==> config.mk <==
export PLATFORM = sky130hd
export DESIGN_NAME = modbus_rtu_response_checker_top
export DESIGN_NICKNAME = d
export VERILOG_FILES = /design/src/rtl/mrc_pkg.sv /design/src/rtl/mrc_in_stage.sv /design/src/rtl/mrc_frame.sv /design/src/rtl/mrc_out_stage.sv /design/src/rtl/modbus_rtu_response_checker_top.sv
export SDC_FILE = /design/constraint.sdc
export NUM_CORES = 1
export LEC_CHECK = 0
export BUFFER_PORTS_ARGS = -buffer_cell sky130_fd_sc_hd__buf_4
export CAP_MARGIN = 40
export CORE_MARGIN = 4
export CORE_UTILIZATION = 45
export CTS_BUF_LIST = sky130_fd_sc_hd__clkbuf_8
export DETAILED_ROUTE_END_ITERATION = 16
export PLACE_DENSITY = 0.74
export SYNTH_ARGS = -nofsm -noshare
export SYNTH_HDL_FRONTEND = slang
export SYNTH_SLANG_ARGS = --single-unit
==> constraint.sdc <==
create_clock -name clk -period 5.62 [get_ports clk]
set_clock_uncertainty 0.15 [all_clocks]
set_input_delay 1.124 -clock clk [delete_from_list [all_inputs] [get_ports clk]]
set_output_delay 1.124 -clock clk [all_outputs]
set_load 0.1 [all_outputs]
==> src/rtl/mrc_pkg.sv <==
// Shared types, constants and the CRC-16 byte update for the Modbus RTU response checker.
package mrc_pkg;

	localparam int MAX_FRAME_DEFAULT = 256;

	localparam int BYTE_W  = 8;
	localparam int CRC_W   = 16;
	localparam int MINLEN_W = 9;
	localparam int PLEN_W  = 8;
	localparam int ADDR_W  = 4;
	localparam int APB_W   = 32;
	localparam int OUT_TDATA_W = 16;

	localparam logic [CRC_W-1:0]    CRC_START    = 16'hFFFF;
	localparam logic [CRC_W-1:0]    CRC_POLY     = 16'hA001;
	localparam logic [BYTE_W-1:0]   FN_CODE_MASK = 8'h7F;

	localparam logic [BYTE_W-1:0]   SLAVE_RESET  = 8'd0;
	localparam logic [BYTE_W-1:0]   FUNC_RESET   = 8'd0;
	localparam logic [MINLEN_W-1:0] MINLEN_RESET = 9'd4;

	// Item kinds carried on tlast.
	localparam logic OP_DATA = 1'b0;
	localparam logic OP_EOF  = 1'b1;

	// Register indexes, taken from paddr[3:2].
	localparam logic [1:0] REG_SLAVE  = 2'd0;
	localparam logic [1:0] REG_FUNC   = 2'd1;
	localparam logic [1:0] REG_MINLEN = 2'd2;

	typedef enum logic [2:0] {
		ST_OK        = 3'd0,
		ST_NO_DATA   = 3'd1,
		ST_TOO_SHORT = 3'd2,
		ST_CRC_ERR   = 3'd3,
		ST_MISMATCH  = 3'd4
	} status_t;

	typedef struct packed {
		logic [BYTE_W-1:0]   slave;
		logic [BYTE_W-1:0]   func;
		logic [MINLEN_W-1:0] min_len;
	} cfg_t;

	typedef struct packed {
		logic              op;
		logic [BYTE_W-1:0] data;
	} item_t;

	typedef struct packed {
		logic              valid;
		status_t           status;
		logic [PLEN_W-1:0] plen;
		logic              exc;
	} result_t;

	// One received byte through the reflected Modbus CRC, eight shift steps.
	function automatic logic [CRC_W-1:0] crc_step(logic [CRC_W-1:0] crc, logic [BYTE_W-1:0] b);
		logic [CRC_W-1:0] c;
		c = crc ^ {{(CRC_W-BYTE_W){1'b0}}, b};
		for (int i = 0; i < 8; i++) begin
			if (c[0]) begin
				c = (c >> 1) ^ CRC_POLY;
			end else begin
				c = c >> 1;
			end
		end
		return c;
	endfunction

endpackage

==> src/rtl/mrc_in_stage.sv <==
// Input register stage: captures one stream item and holds it while an end of frame must wait.
module mrc_in_stage
	import mrc_pkg::*;
(
	input  logic              clk,
	input  logic              arst_n,
	input  logic              s_tvalid,
	output logic              s_tready,
	input  logic [BYTE_W-1:0] s_tdata,
	input  logic              s_tlast,
	input  logic              out_busy,
	output item_t             item_s1,
	output logic              fire_s1
);

	logic valid_s1;

	// Data bytes never wait; an end of frame waits only for a free result register.
	assign fire_s1  = valid_s1 && !(item_s1.op == OP_EOF && out_busy);
	assign s_tready = !valid_s1 || fire_s1;

	always_ff @(posedge clk or negedge arst_n) begin
		if (!arst_n) begin
			valid_s1 <= 1'b0;
		end else if (s_tready) begin
			valid_s1 <= s_tvalid;
		end
	end

	always_ff @(posedge clk) begin
		if (s_tready && s_tvalid) begin
			item_s1.op   <= s_tlast;
			item_s1.data <= s_tdata;
		end
	end

endmodule

==> src/rtl/mrc_frame.sv <==
// Frame state, CRC accumulation and end-of-frame status decision.
module mrc_frame
	import mrc_pkg::*;
#(
	parameter int MAX_FRAME = MAX_FRAME_DEFAULT
) (
	input  logic    clk,
	input  logic    arst_n,
	input  item_t   item_s1,
	input  logic    fire_s1,
	input  cfg_t    cfg,
	output result_t res
);

	localparam int CNT_W = $clog2(MAX_FRAME + 1);

	logic [CNT_W-1:0]  count_q;
	logic [CRC_W-1:0]  crc_q;
	logic [BYTE_W-1:0] older_q;
	logic [BYTE_W-1:0] newer_q;
	logic [BYTE_W-1:0] slave_q;
	logic [BYTE_W-1:0] func_q;

	logic [MINLEN_W-1:0] count_ext;
	logic [CRC_W-1:0]    rx_crc;

	assign count_ext = MINLEN_W'(count_q);
	assign rx_crc    = {newer_q, older_q};

	always_comb begin
		res.valid  = fire_s1 && (item_s1.op == OP_EOF);
		res.status = ST_OK;
		res.plen   = '0;
		res.exc    = func_q[BYTE_W-1];
		if (count_q == '0) begin
			res.status = ST_NO_DATA;
		end else if (count_q < CNT_W'(2) || count_ext < cfg.min_len) begin
			res.status = ST_TOO_SHORT;
		end else if (crc_q != rx_crc) begin
			res.status = ST_CRC_ERR;
		end else if (cfg.slave != slave_q || cfg.func != (func_q & FN_CODE_MASK)) begin
			res.status = ST_MISMATCH;
		end else begin
			res.plen = PLEN_W'(count_q - CNT_W'(2));
		end
	end

	always_ff @(posedge clk or negedge arst_n) begin
		if (!arst_n) begin
			count_q <= '0;
			crc_q   <= CRC_START;
			older_q <= '0;
			newer_q <= '0;
			slave_q <= '0;
			func_q  <= '0;
		end else if (fire_s1) begin
			if (item_s1.op == OP_EOF) begin
				count_q <= '0;
				crc_q   <= CRC_START;
				older_q <= '0;
				newer_q <= '0;
				slave_q <= '0;
				func_q  <= '0;
			end else if (count_q < CNT_W'(MAX_FRAME)) begin
				if (count_q == '0) begin
					slave_q <= item_s1.data;
				end else if (count_q == CNT_W'(1)) begin
					func_q <= item_s1.data;
				end
				// The two newest bytes are the candidate CRC; only older ones enter it.
				if (count_q >= CNT_W'(2)) begin
					crc_q <= crc_step(crc_q, older_q);
				end
				older_q <= newer_q;
				newer_q <= item_s1.data;
				count_q <= count_q + CNT_W'(1);
			end
		end
	end

endmodule

==> src/rtl/mrc_out_stage.sv <==
// Result register on the master side of the stream.
module mrc_out_stage
	import mrc_pkg::*;
(
	input  logic                   clk,
	input  logic                   arst_n,
	input  result_t                res,
	output logic                   out_busy,
	output logic                   m_tvalid,
	input  logic                   m_tready,
	output logic [OUT_TDATA_W-1:0] m_tdata
);

	logic                   valid_q;
	logic [OUT_TDATA_W-1:0] data_q;

	assign out_busy = valid_q && !m_tready;
	assign m_tvalid = valid_q;
	assign m_tdata  = data_q;

	always_ff @(posedge clk or negedge arst_n) begin
		if (!arst_n) begin
			valid_q <= 1'b0;
		end else if (res.valid) begin
			valid_q <= 1'b1;
		end else if (m_tready) begin
			valid_q <= 1'b0;
		end
	end

	always_ff @(posedge clk) begin
		if (res.valid) begin
			data_q <= {4'b0000, res.exc, res.plen, res.status};
		end
	end

endmodule

==> src/rtl/modbus_rtu_response_checker_top.sv <==
// Top level of the Modbus RTU response checker: APB registers and the stream stages.
//
// Received bytes enter on the slave stream, one item per byte; an item with
// s_tlast high is the end-of-frame marker and its data byte is ignored. Each
// end of frame yields one result item on the master stream; data bytes yield
// none. The CRC-16 (poly 0xA001, start 0xFFFF) of all bytes but the last two
// is compared with those two bytes, low byte first.
// Throughput is one item per cycle unless an end of frame waits; the eight-step
// CRC byte update works on bytes already held in the frame state. An end of
// frame is captured in the input register, evaluated from there, and its
// result is registered in the result register that drives m_tvalid.
// When the receiver stalls, data bytes still flow; an end of frame waits in the
// input register while the previous result is untaken, and s_tready drops only
// then. Reset clears both streams, the frame state and the registers
// (expected slave 0, expected function 0, minimum length 4). The APB port
// is always ready; write registers only while no frame is in progress.
module modbus_rtu_response_checker_top
	import mrc_pkg::*;
#(
	parameter int MAX_FRAME = MAX_FRAME_DEFAULT
) (
	input  logic                   clk,
	input  logic                   arst_n,
	// s_tdata: data_byte[7:0]; s_tlast: operation (end of frame)
	input  logic                   s_tvalid,
	output logic                   s_tready,
	input  logic [BYTE_W-1:0]      s_tdata,
	input  logic                   s_tlast,
	// m_tdata: status[2:0], payload_length[10:3], is_exception[11], zeros[15:12]
	output logic                   m_tvalid,
	input  logic                   m_tready,
	output logic [OUT_TDATA_W-1:0] m_tdata,
	input  logic                   psel,
	input  logic                   penable,
	input  logic                   pwrite,
	input  logic [ADDR_W-1:0]      paddr,
	input  logic [APB_W-1:0]       pwdata,
	output logic [APB_W-1:0]       prdata,
	output logic                   pready
);

	cfg_t    cfg_q;
	item_t   item_s1;
	logic    fire_s1;
	logic    out_busy;
	result_t res;

	logic [1:0] reg_idx;
	logic       wr_en;

	assign pready  = 1'b1;
	assign reg_idx = paddr[3:2];
	assign wr_en   = psel && penable && pwrite && pready;

	always_ff @(posedge clk or negedge arst_n) begin
		if (!arst_n) begin
			cfg_q.slave   <= SLAVE_RESET;
			cfg_q.func    <= FUNC_RESET;
			cfg_q.min_len <= MINLEN_RESET;
		end else if (wr_en) begin
			case (reg_idx)
				REG_SLAVE:  cfg_q.slave   <= pwdata[BYTE_W-1:0];
				REG_FUNC:   cfg_q.func    <= pwdata[BYTE_W-1:0];
				REG_MINLEN: cfg_q.min_len <= pwdata[MINLEN_W-1:0];
				default:    ;
			endcase
		end
	end

	always_comb begin
		case (reg_idx)
			REG_SLAVE:  prdata = APB_W'(cfg_q.slave);
			REG_FUNC:   prdata = APB_W'(cfg_q.func);
			REG_MINLEN: prdata = APB_W'(cfg_q.min_len);
			default:    prdata = '0;
		endcase
	end

	mrc_in_stage u_in (
		.clk      (clk),
		.arst_n   (arst_n),
		.s_tvalid (s_tvalid),
		.s_tready (s_tready),
		.s_tdata  (s_tdata),
		.s_tlast  (s_tlast),
		.out_busy (out_busy),
		.item_s1  (item_s1),
		.fire_s1  (fire_s1)
	);

	mrc_frame #(
		.MAX_FRAME (MAX_FRAME)
	) u_frame (
		.clk     (clk),
		.arst_n  (arst_n),
		.item_s1 (item_s1),
		.fire_s1 (fire_s1),
		.cfg     (cfg_q),
		.res     (res)
	);

	mrc_out_stage u_out (
		.clk      (clk),
		.arst_n   (arst_n),
		.res      (res),
		.out_busy (out_busy),
		.m_tvalid (m_tvalid),
		.m_tready (m_tready),
		.m_tdata  (m_tdata)
	);

endmodule
* Word-level counts from Yosys, hierarchy flattened
Index checks and enable logic that the tools add are counted.
** Operators by class
- Order comparisons :: 4
- Bitwise logic cells :: 9
- Equal/unequal tests :: 7
- Mux-type cells :: 58
- $mul :: 0
- Shift operators :: 0
- Reduce and logical (&&, ||, !) cells :: 29
- Div/mod/pow operators :: 0
- Add/sub/neg operators :: 2
** Operators with widths (count)
- $mux 16 :: 39
- $mux 8 :: 11
- $pmux 9 s3 :: 1
- $not 2->3 :: 8
- $mux 9 :: 2
- $ne 16x16->1 :: 1
- $xor 16x8->16 :: 1
- $reduce_bool 2->1 :: 5
- $add 9x1->9 const B :: 1
- $eq 9x1->1 const B :: 1
- $ge 9x2->1 const B :: 1
- $logic_not 9->1 :: 1
- $lt 9x2->1 const B :: 1
- $lt 9x9->1 :: 1
- $lt 9x9->1 const B :: 1
- $ne 8x7->1 :: 1
- $ne 8x8->1 :: 1
- $reduce_and 2->1 :: 4
- $sub 8x2->8 const B :: 1
- $logic_and 1x1->1 :: 7
- $reduce_and 3->1 :: 2
- $mux 2 :: 2
- $reduce_and 4->1 :: 1
- $reduce_or 4->1 :: 1
- other kinds (9) :: 14
** Storage, ports and cells
- Memories kept :: 0
- Bits in latches :: 0
- Output and inout port bits :: 51
- Bits in read-only memories :: 0
- Flip-flop bits (word level) :: 105
- RAM bits :: 0
- Input port bits :: 52
- Logic and storage cells :: 126

* Logic depth before layout (Yosys ltp)
- Word-level depth :: 48
- Depth in mapped cells :: 8
- Gate-level depth less buffers :: 7

* Hierarchy
From an unflattened synthesis, not the netlist that was laid out.
** Unflattened totals
- Cells, all modules :: 486
- Area, all modules :: 5559.1 µm²
** By module, submodules not included
- mrc_frame :: instances 1, cells an instance 341, area each 3432.0 µm², seq. area each 1446.4 µm²
- modbus_rtu_response_checker_top :: instances 1, cells an instance 111, area each 1362.6 µm², seq. area each 626.9 µm²
- mrc_out_stage :: instances 1, cells an instance 20, area each 439.2 µm², seq. area each 385.4 µm²
- mrc_in_stage :: instances 1, cells an instance 14, area each 325.3 µm², seq. area each 295.3 µm²

* Worst setup path before layout
OpenSTA, ideal clock, no wires.
- Path kind :: input to output
- From :: in paddr[2]
- To :: out prdata[0]
- Cell stages on the path :: 3
- Required time :: 4346 ps
- Arrival time :: 3554 ps
- Path buffers :: 1
- Path slack :: 792 ps
- Path through :: buf_2 > mux2i_1 > o21ai_0
** Between the ends
- Longest elaborated chain between the ends :: 2
- Elaborated cells between the ends (all ways) :: 4
- Those cells by class :: eq/ne: 2; mux: 1; reduce/logical: 1
** Ends and longest elaborated chain
- from (decl) :: RTL line modbus_rtu_response_checker_top.sv:36 : input logic [ADDR_W-1:0] paddr,
- $eq 2x2->1 (tied with other cells) :: RTL line modbus_rtu_response_checker_top.sv:71 : case (reg_idx)
- $pmux 9 s3 * :: RTL line modbus_rtu_response_checker_top.sv:71
- to (decl) :: RTL line modbus_rtu_response_checker_top.sv:38 : output logic [APB_W-1:0] prdata,
Mark *: on every way between the ends. The rest lies on a longest branch, timed or not.

* Worst setup path after layout
- From :: in paddr[2]
- To :: out prdata[4]
Same word-level chain as after synthesis.

==> results.md <==
| Stage | Quantity | This run |
| --- | --- | --- |
| run status | Run status | completed |
| hold path | Destination of the worst hold path | u_out.m_tdata[11] |
| floorplan | Chip height | 116.9 um |
| finish | Ant diodes | 0 |
| floorplan | Total die area | 0.01367 mm2 |
| timing | Number of slew-limit violations in the final report | 0 |
| place | Post-detail-place hpwl | 8.202 mm |
| finish | Final cell count without fillers | 649 |
| finish | Sequential Area | 0.002754 mm2 |
| finish | Net count reported at finish | 571 |
| grt | Wire length of the first global-routing pass | 17.51 mm |
| place | Pre-CTS worst setup slack | 2.023 ns |
| synth | Netlist cell types | 54 |
| timing | Setup violators final | 0 |
| timing | Hold Violations, Final | 0 |
| pwr | Total power density per cell area | 411.0 mW/mm2 |
| finish | Total of fill cells in the finished design | 1,000 |
| drt | Number of violations reported at the end of detailed-routing iteration 0 | 220 |
| run | Number of max-capacitance violations reported | 0 |
| drt | Remaining number of nets flagged by the antenna check after routing | 0 |
| clock tree | Post-CTS clock slew at the launch and capture registers of the worst setup and hold paths | 0.10 ns |
| drt | Wire length reported by the detailed router | 10.78 mm |
| finish | Area growth syn-to-layout | 11.39% |
| timing | Hold WS | 0.3738 ns |
| floorplan | Initial cell density of the core | 0.4635 |
| timing | Post-layout worst setup margin | 2.021 ns |
| pwr | Maximum vdd ir drop | 145.8 uV |
| synth | Synthesis-stage register bit count | 105 |
| place | Post-Place Cells | 633 |
| timing | Remaining max-slew budget at the tightest pin | 0.4635 |
| clock tree | PostCTS Resize Cnt | 0 |
| pwr | Total leakage power | 2.579 nW |
| synth | Netlist Area Pre-Place | 0.005338 mm2 |
| grt | Maximum number of pins on one net before global-route repair | 68 |
| synth | Async set-or-reset flop fraction in the synthesized netlist | 0.8000 |
| clock tree | Sinks on the clock net | 105 |
| synth | Yosys warning total | 0 |
| clock tree | Htree depth | 3 |
| place | # port buffers | 49 |
| hold path | Worst min-delay path startpoint | u_frame.func_q[7] |
| finish | Area of combinational cells with multiple inputs | 0.002332 mm2 |
| synth | Number of enable-type register cells in the synthesized netlist | 21 |
| clock tree | # hold bufs at CTS | 0 |
| timing | Post-route clock period utilization | 0.6405 |
| timing | Setup TNS after final layout | 0 ns |
| floorplan | Core Footprint | 0.01152 mm2 |
| drt | Average wire per standard cell | 16.61 um |
| worst setup path | Critical path start-end classification | input port to output pin |
| grt | Initial antenna violation count | 0 |
| timing | Setup repair after global routing missed its margin | no |
| timing | Pin slew with the least headroom to its limit | 0.8013 ns |
| worst setup path | Endpoint of the lowest-slack register-to-register path | u_frame.crc_q[13] |
| synth | Top cells by area in the synthesized netlist | sky130_fd_sc_hd__dfrtp_1, sky130_fd_sc_hd__edfxtp_1, sky130_fd_sc_hd__dfstp_2 |
| floorplan | Width of the die | 116.9 um |
| drt | Via total after detailed routing | 3,469 |
| clock tree | Inserted Clock Buffers | 9 |
| synth | Post-synthesis sequential area ratio | 0.5159 |
| finish | End-of-flow core utilization | 0.5163 |
| hold path | Worst hold stages | 0 |
| clock tree | Number of buffers inserted to repair setup after CTS | 0 |
| worst setup path | Startpoint Class | input port |
| clock tree | TritonCTS clock tree | yes |
| floorplan | # IOs | 103 |
| hold path | Classification of the worst-slack hold path | register to register |
| synth | Dominant cell type by area after synthesis | sky130_fd_sc_hd__dfrtp_1 |
| grt | Vias in the first global route | 3,466 |
| synth | Fraction of synthesized cell area taken by the top area cell type | 0.3141 |
| timing | Final worst path period need | 3.599 ns |
| floorplan | Site Rows | 39 |
| drt | Number of vias per cell after detailed routing | 5.345 |
| worst setup path | Worst-path maximum fanout | 12 |
| worst setup path | Length in cells of the worst reg-to-reg path | 5 |
| timing | Peak Freq | 0.2778 GHz |
| grt | Remaining global-route overflow | 0 |
| synth | Synthesized instance count | 458 |
| grt | Total global routing track utilization | 0.1659 |
| drt | DRC Markers | 0 |
| clock tree | Root buf cell | sky130_fd_sc_hd__clkbuf_8 |
| worst setup path | Crit Reg-Reg Startpoint | u_in.item_s1[8] |
| worst setup path | Reg-to-reg slack, setup | 2.85 ns |
| worst setup path | Type of destination of the critical path | output pin |
| clock tree | Clock Path Buffers | 2 |
| worst setup path | CP required | 4.35 ns |
| clock tree | Clk Latency, worst-skew pair | 0.37 ns |
| place | Routability-driven placement congestion ratio | 0.8187 |
| synth | Syn_area_per_cell | 11.65 um2 |
| worst setup path | Worst Path Arrival | 2.33 ns |
| drt | 1st-pass router iterations | 5 |
| synth | Leading register cell type out of synthesis | sky130_fd_sc_hd__dfrtp_1 |
| finish | Fraction of final layout cells with drive strength greater than 1 | 0.2312 |
stage by stage:
step | power, mW | cell area (um2)
floorplan | 1.778 | 5435
global placement | 1.918 | 5685
detailed placement | 1.959 | 5736
CTS | 2.458 | 5946
global route | 2.572 | 5946
finish | 2.444 | 5946
how the worst max path moves through the flow:
stage	startpoint	to	cells after the start
after floorplan	paddr[2]	prdata[0]	3
after global placement	m_tready	u_frame.crc_q[11]	6
after detailed placement	paddr[2]	prdata[4]	5
after CTS	paddr[2]	prdata[4]	5
after global routing	paddr[2]	prdata[6]	5
final	paddr[2]	prdata[4]	5
cell usage after synthesis, types with 2 or more instances:
master	n
sky130_fd_sc_hd__nand3b_1	3
sky130_fd_sc_hd__xnor2_1	31
sky130_fd_sc_hd__o22a_1	11
sky130_fd_sc_hd__nor4_1	5
sky130_fd_sc_hd__nand2_1	31
sky130_fd_sc_hd__o31ai_1	2
sky130_fd_sc_hd__inv_1	13
sky130_fd_sc_hd__xnor2_2	2
sky130_fd_sc_hd__nor2_2	2
sky130_fd_sc_hd__xor2_1	16
sky130_fd_sc_hd__o21ai_0	27
sky130_fd_sc_hd__nand3_1	12
sky130_fd_sc_hd__and2_1	2
sky130_fd_sc_hd__buf_2	8
sky130_fd_sc_hd__nor4_2	4
sky130_fd_sc_hd__nor2_1	16
sky130_fd_sc_hd__dfstp_2	17
sky130_fd_sc_hd__clkbuf_1	9
sky130_fd_sc_hd__buf_4	29
sky130_fd_sc_hd__mux2_2	17
sky130_fd_sc_hd__nand4_1	6
sky130_fd_sc_hd__nor3_1	5
sky130_fd_sc_hd__dfrtp_1	67
sky130_fd_sc_hd__o22ai_1	2
sky130_fd_sc_hd__ha_1	18
sky130_fd_sc_hd__nand4b_1	2
sky130_fd_sc_hd__mux2i_1	12
sky130_fd_sc_hd__edfxtp_1	21
sky130_fd_sc_hd__a21oi_1	3
sky130_fd_sc_hd__conb_1	2
sky130_fd_sc_hd__a21o_1	2
sky130_fd_sc_hd__a2bb2oi_1	6
sky130_fd_sc_hd__a22o_1	21
sky130_fd_sc_hd__nand2b_1	12
sky130_fd_sc_hd__o21a_1	3
cells by family (layout without fill, tap and decap cells):
kind of cell	count (synthesis)	after routing	share of synthesized area
AO/OA/AOI/OAI	84	84	0.1144
buffers and inverters	61	83	0.06540
flip-flops	105	105	0.5159
AND/OR/NAND/NOR	109	109	0.1144
multiplexers	29	29	0.05837
XOR/XNOR	50	50	0.08790
adder cells (fa/ha/maj)	18	18	0.04219
other	2	28	0.001407
cells in the final DEF, fill, tap and decap left out, types with 11 or more instances in the layout:
cell type                  Yosys  final
sky130_fd_sc_hd__xor2_1       16     16
sky130_fd_sc_hd__inv_1        13     14
sky130_fd_sc_hd__edfxtp_1     21     21
sky130_fd_sc_hd__nand2_1      31     31
sky130_fd_sc_hd__buf_4        29     52
sky130_fd_sc_hd__nand3_1      12     12
sky130_fd_sc_hd__conb_1        2     28
sky130_fd_sc_hd__a22o_1       21     21
sky130_fd_sc_hd__o21ai_0      27     27
sky130_fd_sc_hd__xnor2_1      31     31
sky130_fd_sc_hd__nor2_1       16     16
sky130_fd_sc_hd__nand2b_1     12     12
sky130_fd_sc_hd__ha_1         18     18
sky130_fd_sc_hd__mux2_2       17     17
sky130_fd_sc_hd__mux2i_1      12     12
sky130_fd_sc_hd__dfrtp_1      67     67
sky130_fd_sc_hd__o22a_1       11     11
sky130_fd_sc_hd__dfstp_2      17     17
layer usage:
layer | vias to the layer above | wire, um | global-route usage | share of wire
met5 | - | 0 | 0 | 0
met3 | 16 | 353 | 0.02365 | 0.033
met1 | 1725 | 4892 | 0.2229 | 0.45
li1 | 1655 | - | - | -
met4 | 0 | 182 | 0.05657 | 0.017
met2 | 73 | 5349 | 0.2772 | 0.50
worst max-delay path: stages:
cell and delay, ns:
sky130_fd_sc_hd__buf_4 0.18, sky130_fd_sc_hd__nor2b_1 0.45, sky130_fd_sc_hd__nand2_1 0.13, sky130_fd_sc_hd__o21ai_0 0.11, sky130_fd_sc_hd__buf_4 0.33
power by group:
part,total (mW),internal [mW],switching (mW)
clock,0.496,0.247,0.249
sequential,1.07,0.944,0.127
combinational,0.877,0.345,0.533
state kept, by name (all words and copies together), names as in the netlist:
name,cells
cfg_q,25
u_frame.crc_q,16
u_out.m_tdata,12
u_frame.count_ext,9
u_in.item_s1,9
u_frame.func_q,8
u_frame.newer_q,8
u_frame.older_q,8
u_frame.slave_q,8
u_in.valid_s1,1
u_out.m_tvalid,1
cell type report:
| type | instances | area share |
|---|---|---|
| flip-flops and latches | 105 | 0.4632 |
| multi-input cells | 318 | 0.3923 |
| repair buffers | 53 | 0.07029 |
| well taps | 143 | 0.03009 |
| clock buffers | 9 | 0.02083 |
| clock inverters | 7 | 0.01452 |
| inverters | 14 | 0.008838 |
(Power assumes the default switching activity.)
